[config.mk]
export PLATFORM = sky130hd
export DESIGN_NAME = quadrature_dimmer_square_law
export DESIGN_NICKNAME = d
export VERILOG_FILES = /design/src/qdsl_pkg.sv /design/src/quadrature_dimmer_square_law.sv
export SDC_FILE = /design/constraint.sdc
export NUM_CORES = 1
export LEC_CHECK = 0
export BUFFER_PORTS_ARGS = -buffer_cell sky130_fd_sc_hd__buf_4
export CORE_MARGIN = 2
export CORE_UTILIZATION = 45
export CTS_BUF_LIST = sky130_fd_sc_hd__clkbuf_16
export DETAILED_ROUTE_END_ITERATION = 12
export GPL_ROUTABILITY_DRIVEN = 1
export HOLD_SLACK_MARGIN = 0.03
export PLACE_DENSITY_LB_ADDON = 0.05
export SLEW_MARGIN = 40
export SYNTH_ARGS = -nofsm -noshare
export SYNTH_HDL_FRONTEND = slang
export SYNTH_SLANG_ARGS = --single-unit
export TNS_END_PERCENT = 1
[constraint.sdc]
create_clock -name clk_i -period 6.7 [get_ports clk_i]
set_input_delay 0.67 -clock clk_i [delete_from_list [all_inputs] [get_ports clk_i]]
set_output_delay 0.67 -clock clk_i [all_outputs]
set_load 0.1 [all_outputs]
[src/qdsl_pkg.sv]
`default_nettype none

package qdsl_pkg;

  localparam int unsigned LevelBitsDefault = 10;

  localparam logic [15:0] ValidCodes = 16'h6996;
  localparam logic [7:0]  HistUp     = 8'hE8;
  localparam logic [7:0]  HistDown   = 8'h2B;

  localparam int unsigned LevelAtReset = 500;
  localparam int unsigned MinAtReset   = 24;
  localparam int unsigned MaxAtReset   = 980;
  localparam logic [7:0]  StepAtReset  = 8'd32;

  localparam int unsigned CfgIndexBits = 2;

  typedef enum logic [CfgIndexBits-1:0] {
    CFG_STEP_SIZE = 2'd0,
    CFG_MIN_LEVEL = 2'd1,
    CFG_MAX_LEVEL = 2'd2
  } cfg_index_e;

  localparam logic signed [1:0] DirNone = 2'sb00;
  localparam logic signed [1:0] DirUp   = 2'sb01;
  localparam logic signed [1:0] DirDown = 2'sb11;

endpackage

`default_nettype wire

[src/quadrature_dimmer_square_law.sv]
// an accepted sample goes through the middle stage register and then the output register
// throughput: one sample per cycle while in_stall_o is low; the level update register
//   feeds back to itself, and the squaring stage is a separate register stage after it
// reset (rst_ni low, asynchronous): pipeline empty, transition code and history
//   cleared, level 500, step_size 32, min_level 24, max_level 980
`default_nettype none

module quadrature_dimmer_square_law
  import qdsl_pkg::*;
#(
  parameter int unsigned LEVEL_BITS = LevelBitsDefault
) (
  input  wire logic                    clk_i,
  input  wire logic                    rst_ni,

  input  wire logic                    cfg_valid_i,
  output logic                         cfg_ready_o,
  input  wire logic [CfgIndexBits-1:0] cfg_index_i,
  input  wire logic [LEVEL_BITS-1:0]   cfg_data_i,

  input  wire logic                    in_valid_i,
  output logic                         in_stall_o,
  input  wire logic [1:0]              quadrature_i,

  output logic                         out_valid_o,
  input  wire logic                    out_stall_i,
  output logic [LEVEL_BITS-1:0]        duty_o,
  output logic signed [1:0]            direction_o,
  output logic [LEVEL_BITS-1:0]        level_o
);

  localparam int unsigned SumBits = LEVEL_BITS + 2;

  // configuration
  logic [7:0]            step_q;
  logic [LEVEL_BITS-1:0] min_q;
  logic [LEVEL_BITS-1:0] max_q;

  assign cfg_ready_o = 1'b1;

  always_ff @(posedge clk_i or negedge rst_ni) begin
    if (!rst_ni) begin
      step_q <= StepAtReset;
      min_q  <= LEVEL_BITS'(MinAtReset);
      max_q  <= LEVEL_BITS'(MaxAtReset);
    end else if (cfg_valid_i && cfg_ready_o) begin
      unique case (cfg_index_i)
        CFG_STEP_SIZE: step_q <= cfg_data_i[7:0];
        CFG_MIN_LEVEL: min_q  <= cfg_data_i;
        CFG_MAX_LEVEL: max_q  <= cfg_data_i;
        default:       ;
      endcase
    end
  end

  // pipeline control
  logic mid_valid_q;
  logic out_valid_q;
  logic out_load;
  logic mid_load;

  assign out_load    = !out_valid_q || !out_stall_i;
  assign in_stall_o  = mid_valid_q && !out_load;
  assign mid_load    = in_valid_i && !in_stall_o;
  assign out_valid_o = out_valid_q;

  always_ff @(posedge clk_i or negedge rst_ni) begin
    if (!rst_ni) begin
      mid_valid_q <= 1'b0;
      out_valid_q <= 1'b0;
    end else begin
      if (mid_load) begin
        mid_valid_q <= 1'b1;
      end else if (out_load) begin
        mid_valid_q <= 1'b0;
      end
      if (out_load) begin
        out_valid_q <= mid_valid_q;
      end
    end
  end

  // decoder and level update
  logic [3:0]            code_q;
  logic [3:0]            code_d;
  logic [7:0]            hist_q;
  logic [7:0]            hist_d;
  logic [LEVEL_BITS-1:0] level_q;
  logic [LEVEL_BITS-1:0] level_d;
  logic signed [1:0]     dir;
  logic [SumBits-1:0]    base_ext;
  logic [SumBits-1:0]    step_ext;
  logic signed [SumBits-1:0] sum;

  always_comb begin
    code_d   = {code_q[1:0], quadrature_i};
    hist_d   = hist_q;
    dir      = DirNone;
    if (ValidCodes[code_d]) begin
      hist_d = {hist_q[3:0], code_d};
      if (hist_d == HistUp) begin
        dir = DirUp;
      end else if (hist_d == HistDown) begin
        dir = DirDown;
      end
    end

    base_ext = {2'b00, level_q};
    step_ext = {{(SumBits-8){1'b0}}, step_q};
    if (dir == DirUp) begin
      sum = $signed(base_ext + step_ext);
    end else if (dir == DirDown) begin
      sum = $signed(base_ext - step_ext);
    end else begin
      sum = $signed(base_ext);
    end

    // lower bound wins, upper bound only checked otherwise
    if (sum < $signed({2'b00, min_q})) begin
      level_d = min_q;
    end else if (sum > $signed({2'b00, max_q})) begin
      level_d = max_q;
    end else begin
      level_d = sum[LEVEL_BITS-1:0];
    end
  end

  always_ff @(posedge clk_i or negedge rst_ni) begin
    if (!rst_ni) begin
      code_q  <= '0;
      hist_q  <= '0;
      level_q <= LEVEL_BITS'(LevelAtReset);
    end else if (mid_load) begin
      code_q  <= code_d;
      hist_q  <= hist_d;
      level_q <= level_d;
    end
  end

  // middle stage payload
  logic [LEVEL_BITS-1:0] mid_level_q;
  logic signed [1:0]     mid_dir_q;

  always_ff @(posedge clk_i) begin
    if (mid_load) begin
      mid_level_q <= level_d;
      mid_dir_q   <= dir;
    end
  end

  // square law and output register
  logic [2*LEVEL_BITS-1:0] square;
  logic [LEVEL_BITS-1:0]   duty_d;
  logic [LEVEL_BITS-1:0]   duty_q;
  logic signed [1:0]       dir_q;
  logic [LEVEL_BITS-1:0]   out_level_q;

  // full scale minus the top half of the square is its complement
  assign square = {{LEVEL_BITS{1'b0}}, mid_level_q} * {{LEVEL_BITS{1'b0}}, mid_level_q};
  assign duty_d = ~square[2*LEVEL_BITS-1:LEVEL_BITS];

  always_ff @(posedge clk_i) begin
    if (out_load && mid_valid_q) begin
      duty_q      <= duty_d;
      dir_q       <= mid_dir_q;
      out_level_q <= mid_level_q;
    end
  end

  assign duty_o      = duty_q;
  assign direction_o = dir_q;
  assign level_o     = out_level_q;

endmodule

`default_nettype wire

### Yosys cells after proc, flatten, opt, wreduce, memory -nomap -nowiden

Memory sizes are Yosys's and may differ from the RTL's.
Index checks and enable logic that the tools add are counted.
Widths: inputs -> output; s select.

| cells by class | value |
|---|---|
| add/sub/neg operators | 2 |
| multipliers | 1 |
| eq/ne operators | 6 |
| order comparisons | 3 |
| reductions and logical operators | 14 |
| bitwise gates (word level) | 1 |
| muxes and demuxes | 10 |

Operator list:

| operator | count |
|---|---|
| $mux 12 | 2 |
| $mul 10x10->20 | 1 |
| $mux 10 | 2 |
| $gt 12x11->1 | 1 |
| $lt 12x11->1 | 1 |
| $add 10x8->11 | 1 |
| $sub 10x8->11 | 1 |
| $not 10->10 | 1 |
| $eq 8x6->1 const B | 1 |
| $eq 8x8->1 const B | 1 |
| $reduce_and 2->1 | 4 |
| $mux 2 | 3 |
| $lt 4x5->1 const B | 1 |
| $eq 2x1->1 const B | 2 |
| $eq 2x2->1 const B | 2 |
| $logic_not 1->1 | 4 |
| $logic_and 1x1->1 | 3 |
| $mux 1 | 3 |
| $logic_not 2->1 | 1 |
| $reduce_bool 2->1 | 1 |
| $logic_or 1x1->1 | 1 |

| word-level totals | value |
|---|---|
| word-level logic and storage cells | 51 |
| memories | 1 |
| output and inout port bits | 25 |
| input port bits | 19 |
| register bits after elaboration | 80 |
| bits in read-only memories | 16 |

Memory list:

| name | depth | width | rd ports | clocked after Yosys merged registers in | wr ports | RTL line | RTL |
|---|---|---|---|---|---|---|---|
| (name not given) | 16 | 1 | 1 | 0 | 0 | quadrature_dimmer_square_law.sv:99 | `if (ValidCodes[code_d]) begin` |

### Depth between registers and ports, before layout

Gate-level depths: netlist of the first run.

| depth | value |
|---|---|
| word-level depth | 10 |
| gate-level depth with buffers | 21 |
| mapped depth without buffers | 20 |

### Worst setup path after synthesis of the first run

Ideal clock, no wire load.

| path | value |
|---|---|
| kind | flip-flop to flip-flop |
| start | register mid_level_q[1] |
| end | register duty_q[8] (netlist: duty_o[8]), data pin |
| path slack | 1.304 ns |
| data arrival time | 5.133 ns |
| required time | 6.438 ns |
| setup time | 0.262 ns |
| buffers on the path | 1 |
| cell stages (with the launch flop) | 20 |
| clock period less this slack | 5.396 ns |
| path through | edfxtp_1 > clkbuf_1 > nand2_1 > fa_1 > fa_1 > inv_1 > fa_1 > fa_1 > inv_1 > fa_1 > inv_1 > ha_1 > nand2_1 > a2111oi_0 > o41a_1 > o41a_1 > nand4_1 > nand3b_1 > a21oi_1 > xor2_1 |

| between the ends | value |
|---|---|
| cells in the longest elaborated chain, start to end | 2 |

Ends and longest elaborated chain:

| element | RTL line | RTL |
|---|---|---|
| start: declaration | quadrature_dimmer_square_law.sv:141 | `logic [LEVEL_BITS-1:0] mid_level_q;` |
| start signal: assignment | quadrature_dimmer_square_law.sv:146 | `mid_level_q <= level_d;` |
| $mul 10x10->20 | quadrature_dimmer_square_law.sv:159 | `assign square = {{LEVEL_BITS{1'b0}}, mid_level_q} * {{LEVEL_BITS{1'b0}}, mid_level_q};` |
| $not 10->10 | quadrature_dimmer_square_law.sv:160 | `assign duty_d = ~square[2*LEVEL_BITS-1:LEVEL_BITS];` |
| named net duty_d[8] | quadrature_dimmer_square_law.sv:153 | `logic [LEVEL_BITS-1:0] duty_d;` |
| end signal: assignment | quadrature_dimmer_square_law.sv:164 | `duty_q <= duty_d;` |
| end: declaration | quadrature_dimmer_square_law.sv:154 | `logic [LEVEL_BITS-1:0] duty_q;` |

The timed path passes the listed nets, and every way through them passes these cells.
A chain may end at the register's enable or synchronous reset.

### Worst setup path in the final report of the first run

| path | value |
|---|---|
| start | register mid_level_q[0] |
| end | register duty_q[8] (netlist: duty_o[8]), data pin |

The elaborated chain is that of the path after synthesis.

==> results of run 1 <==
-- cell usage in the layout, fill, tap and decap left out, drive strengths merged, types with 3 or more instances in the layout --
cell	instances
a31o	3
and3	3
xnor2	13
o221ai	4
o31ai	3
edfxtp	34
a221o	4
or2	3
inv	110
a211oi	8
nand2b	3
buf	45
nand2	43
dfrtp	31
nand3	6
nor3	8
or3	4
nor2b	9
xor2	9
dfstp	15
nor2	25
ha	86
fa	48
and2	27
clkbuf	10
a21o	8
o21bai	3
mux2i	10
o21a	5
a221oi	3
a31oi	3
a21oi	30
mux2	36
o21ai	26
a2111oi	3
nand3b	5
clkinv	6
nand4	5
-- metrics by stage --
step | hold slack (ns) | worst slack, ns | std cells
final | 0.3256 | 0.9430 | 906
after global routing | 0.3761 | 0.4804 | 906
after CTS | 0.3414 | 0.9273 | 906
after detailed placement | 0.4234 | 0.9501 | 890
after global placement | 0.4243 | 1.149 | 890
after floorplan | 0.3744 | 1.304 | 678
-- state kept, by name (all words and copies together) (netlist names) --
name,flops
duty_o,10
mid_valid_q,1
step_q,8
out_valid_o,1
direction_o,2
code_q,2
mid_dir_q,2
max_q,10
level_o,10
hist_q,4
mid_level_q,10
level_q,10
min_q,10
-- synth_stat cells, types with 4 or more instances --
cell type / n
a211oi_1: 7
a21o_1: 8
a21oi_1: 30
a221o_1: 4
and2_1: 26
clkbuf_1: 17
dfrtp_1: 31
dfstp_2: 15
edfxtp_1: 34
fa_1: 48
ha_1: 86
inv_1: 108
mux2_2: 34
mux2i_1: 10
nand2_1: 43
nand3_1: 6
nand3b_1: 5
nand4_1: 5
nor2_1: 25
nor2b_1: 9
nor3_1: 8
o21a_1: 5
o21ai_0: 25
o221ai_1: 4
xnor2_1: 13
xor2_1: 9
-- kinds of logic after synthesis --
group,after synthesis
simple gates,150
fa+ha+maj,134
buf+inv,131
compound gates,114
flops,80
mux,46
xor+xnor,22
other cells,1
-- worst max-delay path: stages, from the launching register on --
cell,delay (ns)
edfxtp_1,0.54
nand2_1,0.20
fa_1,0.55
fa_1,0.54
inv_1,0.05
fa_1,0.50
fa_1,0.55
inv_1,0.05
fa_1,0.52
inv_1,0.04
ha_1,0.28
nand2_1,0.07
a2111oi_0,0.54
o41a_1,0.31
o41a_1,0.21
nand4_1,0.16
nand3b_1,0.16
a21oi_1,0.09
xor2_1,0.14
-- metal layers --
metal | track usage, % | vias to the layer above | wire [microns] | part of all wire [%]
met3 | 4.158 | 14 | 468 | 3.2
met4 | 4.795 | 0 | 160 | 1.1
met5 | 0 | - | 0 | 0
met1 | 23.91 | 2378 | 6418 | 44
met2 | 33.77 | 71 | 7421 | 51
li1 | - | 2385 | - | -
-- how the worst max path moves through the flow --
stage                              from                  end  slack [ns]  depth (start not counted)
2_1_floorplan  mid_level_q[1]$_DFFE_PP_  duty_o[8]$_DFFE_PP_        1.30                         19
3_3_place_gp   mid_level_q[1]$_DFFE_PP_  duty_o[8]$_DFFE_PP_        1.15                         18
3_5_place_dp   mid_level_q[0]$_DFFE_PP_  duty_o[8]$_DFFE_PP_        0.95                         18
4_1_cts        mid_level_q[0]$_DFFE_PP_  duty_o[8]$_DFFE_PP_        0.93                         18
5_1_grt        mid_level_q[1]$_DFFE_PP_  duty_o[8]$_DFFE_PP_        0.48                         18
6_report       mid_level_q[0]$_DFFE_PP_  duty_o[8]$_DFFE_PP_        0.94                         18
-- cell type report --
type	count	area, sq um
Tap cell	188	235.2
Clock buffer	10	250.2
Fill cell	1410	7406
Inverter	110	414.1
Clock inverter	6	30.03
Sequential cell	80	2191
Multi-Input combinational cell	467	4338
Timing Repair Buffer	45	337.8
==> out/qor.yml, run 1 <==
drt:
  wl_per_cell_microns: 15.97
  postRouteAntennaNets: 0
  drt_pass1_iterations: 4
  drt_iter0_markers: 176
  route.detailed.drc: 0
  vias: 4848
  viasPerCell: 5.351
  wl_mm: 14.47
critical_path:
  worstSetupStartpointType: "flop"
  arrival_ns: 5.85
  path_max_fanout: 12
  r2r_end: "duty_o[8]$_DFFE_PP_"
  reg2reg_slack_ns: 0.94
  r2r_cells: 18
  r2r_start: "mid_level_q[0]$_DFFE_PP_"
  end_kind: "flop"
  required_ns: 6.80
  criticalPathCategory: "flop to flop"
sta:
  final-max-slew-violation-count: 0
  hold_viol_final: 0
  tightest_slew_ns: 0.7217
  finClkSkew_ns: 0.009039
  finalCriticalPeriod_ns: 5.757
  fin_crit_sh_pct: 85.93
  max_freq_ghz: 0.1737
  slew_headroom_pct: 51.74
  tns_ns: 0
  rsz0062_at_grt: "false"
  finalSetupViolCount: 0
clocking:
  cts_htree_levels: 3
  clockBufferDepth: 2
  root_buffer: "clkbuf_16"
  post-cts-setup-buffers: 0
  clock_latency_ns: 0.35
  cts_buffers: 9
  cts_tree: "done"
  cts_resized: 0
  path_clk_slew_ns: 0.06
  holdBufCountCts: 0
  numClockSinks: 80
synth:
  synth_top_family_by_area: "adder cells"
  yosysSeqAreaShare_pct: 31.18
  avgSynthCellArea_sq_um: 10.36
  synthMuxAreaShare_pct: 7.302
  syn_inst: 678
  synth_top_flop_cell: "edfxtp_1"
  synth_area_leaders: "ha_1 (15%), edfxtp_1 (15%), fa_1 (14%), dfrtp_1 (11%), inv_1 (5.8%)"
  synth_area_sq_um: 7025
  synth_seq_cells: 80
  synthSimpleGateAreaFrac_pct: 11.20
  synth_compound_area_share_pct: 11.18
  synth_fp_nets: 831
  synth_edf_count: 34
  synth_top_area_cell: "ha_1"
  synth_top_area_share_pct: 15.32
  yosysWarnings: 0
  yosysUniqueCellTypes: 64
  synth_adder_area_share_pct: 28.99
  synthArstFlopShare_pct: 57.50
  synthXorXnorAreaFrac_pct: 2.743
floorplan:
  fp.dieH_microns: 129.0
  core.rowCount: 45
  die-area_sq_um: 16630
  die_w_microns: 129.0
  ioPinCount: 44
  start_util_pct: 46.21
  coreArea_sq_um: 15200
global_route:
  grt_start_max_net_pins: 47
  antenna_found_initial: 0
  grt_pass1_vias: 5082
  grt-ovfl-total: 0
  grt_pass1_wl_mm: 24.71
  grt_usage_pct: 19.13
cells_and_area:
  antenna_cells: 0
  final_util_pct: 51.28
  areaGrowthSynthToFinish_pct: 10.97
  num-nets-final: 866
  drive_above_1_share_pct: 17.83
  fin_area_sq_um: 7796
placed_design:
  io_buffers: 42
  place_hpwl_mm: 11.44
  routabilityCongestion: 0.9074
  placed_cell_area_sq_um: 7501
outcome:
  status: "completed"
flow_run:
  max_cap_violations: 0
hold_path:
  hold_path_class: "input port to asynchronous set/reset pin"
Power of run 1 is not shown: default switching activity piles up to over one toggle a cycle in this logic, so the estimate is an artifact.
==> run 2: changes to the inputs <==
--- a/config.mk
+++ b/config.mk
@@ -13,2 +13,3 @@
 export GPL_ROUTABILITY_DRIVEN = 1
+export GPL_TIMING_DRIVEN = 0
 export HOLD_SLACK_MARGIN = 0.03
==> constraint.sdc (replaced) <==
create_clock -name clk_i -period 6.7 [get_ports clk_i]
set_input_delay 0 -clock clk_i [delete_from_list [all_inputs] [get_ports clk_i]]
set_output_delay 0 -clock clk_i [all_outputs]
set_load 0.1 [all_outputs]
==> out/qor.yml, run 2 (synthesis gave the netlist of run 1 again) <==
drt:
  viasPerCell: 5.271
  drt_pass1_iterations: 5
  drt_iter0_markers: 174
  postRouteAntennaNets: 0
  vias: 4976
  wl_per_cell_microns: 15.74
  wl_mm: 14.86
  route.detailed.drc: 0
cells_and_area:
  antenna_cells: 0
  drive_above_1_share_pct: 17.20
  areaGrowthSynthToFinish_pct: 15.14
  final_util_pct: 53.21
  num-nets-final: 904
  finalNonFillerCells: 944
  mostFrequentLayoutCells: "inv_1 (110), ha_1 (86), fa_1 (48), nand2_1 (43), buf_4 (43)"
  fill_cells: 1404
  layout_commonest_cell: "inv_1"
sta:
  max_freq_ghz: 0.1637
  tightest_slew_ns: 0.7581
  finClkSkew_ns: 0.01060
  rsz0062_at_grt: "false"
  finalCriticalPeriod_ns: 6.108
  hold_viol_final: 0
  fin_crit_sh_pct: 91.17
  holdWs_ns: 0.03259
  tns_ns: 0
  slew_headroom_pct: 49.46
  finalSetupViolCount: 0
  final-max-slew-violation-count: 0
clocking:
  post-cts-setup-buffers: 0
  cts_tree: "done"
  root_buffer: "clkbuf_16"
  cts_resized: 0
  numClockSinks: 80
  holdBufCountCts: 19
  cts_buffers: 9
  clock_latency_ns: 0.35
  clockBufferDepth: 2
  cts_htree_levels: 3
  path_clk_slew_ns: 0.06
floorplan:
  die-area_sq_um: 16630
  core.rowCount: 45
  start_util_pct: 46.21
  coreArea_sq_um: 15200
  fp.dieH_microns: 129.0
  die_w_microns: 129.0
  ioPinCount: 44
global_route:
  grt_start_max_net_pins: 47
  grt-ovfl-total: 0
  grt_usage_pct: 19.51
  grt_pass1_vias: 5177
  antenna_found_initial: 0
  grt_pass1_wl_mm: 25.22
placed_design:
  place_hpwl_mm: 11.71
  routabilityCongestion: 0.9275
  dp_cells: 909
  io_buffers: 42
outcome:
  status: "completed"
critical_path:
  arrival_ns: 6.20
  required_ns: 6.79
  end_kind: "flop"
  path_max_fanout: 10
  worstSetupStartpointType: "flop"
  criticalPathCategory: "flop to flop"
  r2r_cells: 19
flow_run:
  max_cap_violations: 0
hold_path:
  hold_path_class: "input port to flop"
  hold_depth: 4
## run 2: cell types whose count changed in the layout (fill, tap and decap cells not counted), moves of 2 or more
cell	previous run	this run
clkinvlp_4	0	2
dlygate4sd3_1	0	19
clkbuf_1	0	16
buf_8	0	2
inv_1	108	110
clkbuf_2	0	2
buf_4	45	43
clkinv_2	3	0
## run 2: critical path: stages, from the launching register on
cell,delay [ns]
edfxtp_1,0.34
clkbuf_1,0.37
nand2_1,0.21
fa_1,0.56
fa_1,0.56
inv_1,0.06
fa_1,0.50
fa_1,0.54
inv_1,0.05
fa_1,0.52
inv_1,0.04
ha_1,0.28
nand2_1,0.08
a2111oi_0,0.65
o41a_1,0.33
o41a_1,0.21
nand4_1,0.15
nand3b_1,0.15
a21oi_1,0.09
xor2_1,0.15
## run 2: path summary, 6_finish.rpt
kind	startpoint	endpoint	slack [ns]
worst min register to register	mid_dir_q[0]$_DFFE_PP_	direction_o[0]$_DFFE_PP_	0.42
worst max-delay path	mid_level_q[9]$_DFFE_PP_	duty_o[8]$_DFFE_PP_	0.59
min in group asynchronous	rst_ni	step_q[7]$_DFFE_PN0P_	0.20
worst max register to register	mid_level_q[9]$_DFFE_PP_	duty_o[8]$_DFFE_PP_	0.59
max in group asynchronous	rst_ni	level_q[0]$_DFFE_PN0P_	6.09
worst min-delay path	cfg_index_i[0]	step_q[2]$_DFFE_PN0P_	0.03
## run 2: final cells by class
type / count / area (sq um) / share of cell area, %
repair buffers: 62 / 520.5 / 6.435
clock inverters: 7 / 65.06 / 0.8043
flip-flops and latches: 80 / 2191 / 27.08
clock buffers: 9 / 225.2 / 2.784
well taps: 188 / 235.2 / 2.908
multi-input cells: 467 / 4335 / 53.60
plain buffers: 21 / 103.9 / 1.284
inverters: 110 / 412.9 / 5.104
## run 2: stage by stage
stage,cell area [sq um],worst slack (ns)
after floorplan,7025,1.304
after detailed placement,7609,0.4980
after CTS,8089,0.4740
after global placement,7576,0.5617
final,8089,0.5917
after global routing,8089,0.1672
## run 2: layer usage
layer  vias up  routed length [microns]  share of wire (%)  track usage [%]
met4         0                      239                1.6            7.161
met3        14                      369                2.5            3.077
li1       2453                        -                  -                -
met5         -                        0                  0                0
met1      2451                     6638                 45            24.09
met2        58                     7607                 51            34.55
Power of run 2 is left out for the same reason.
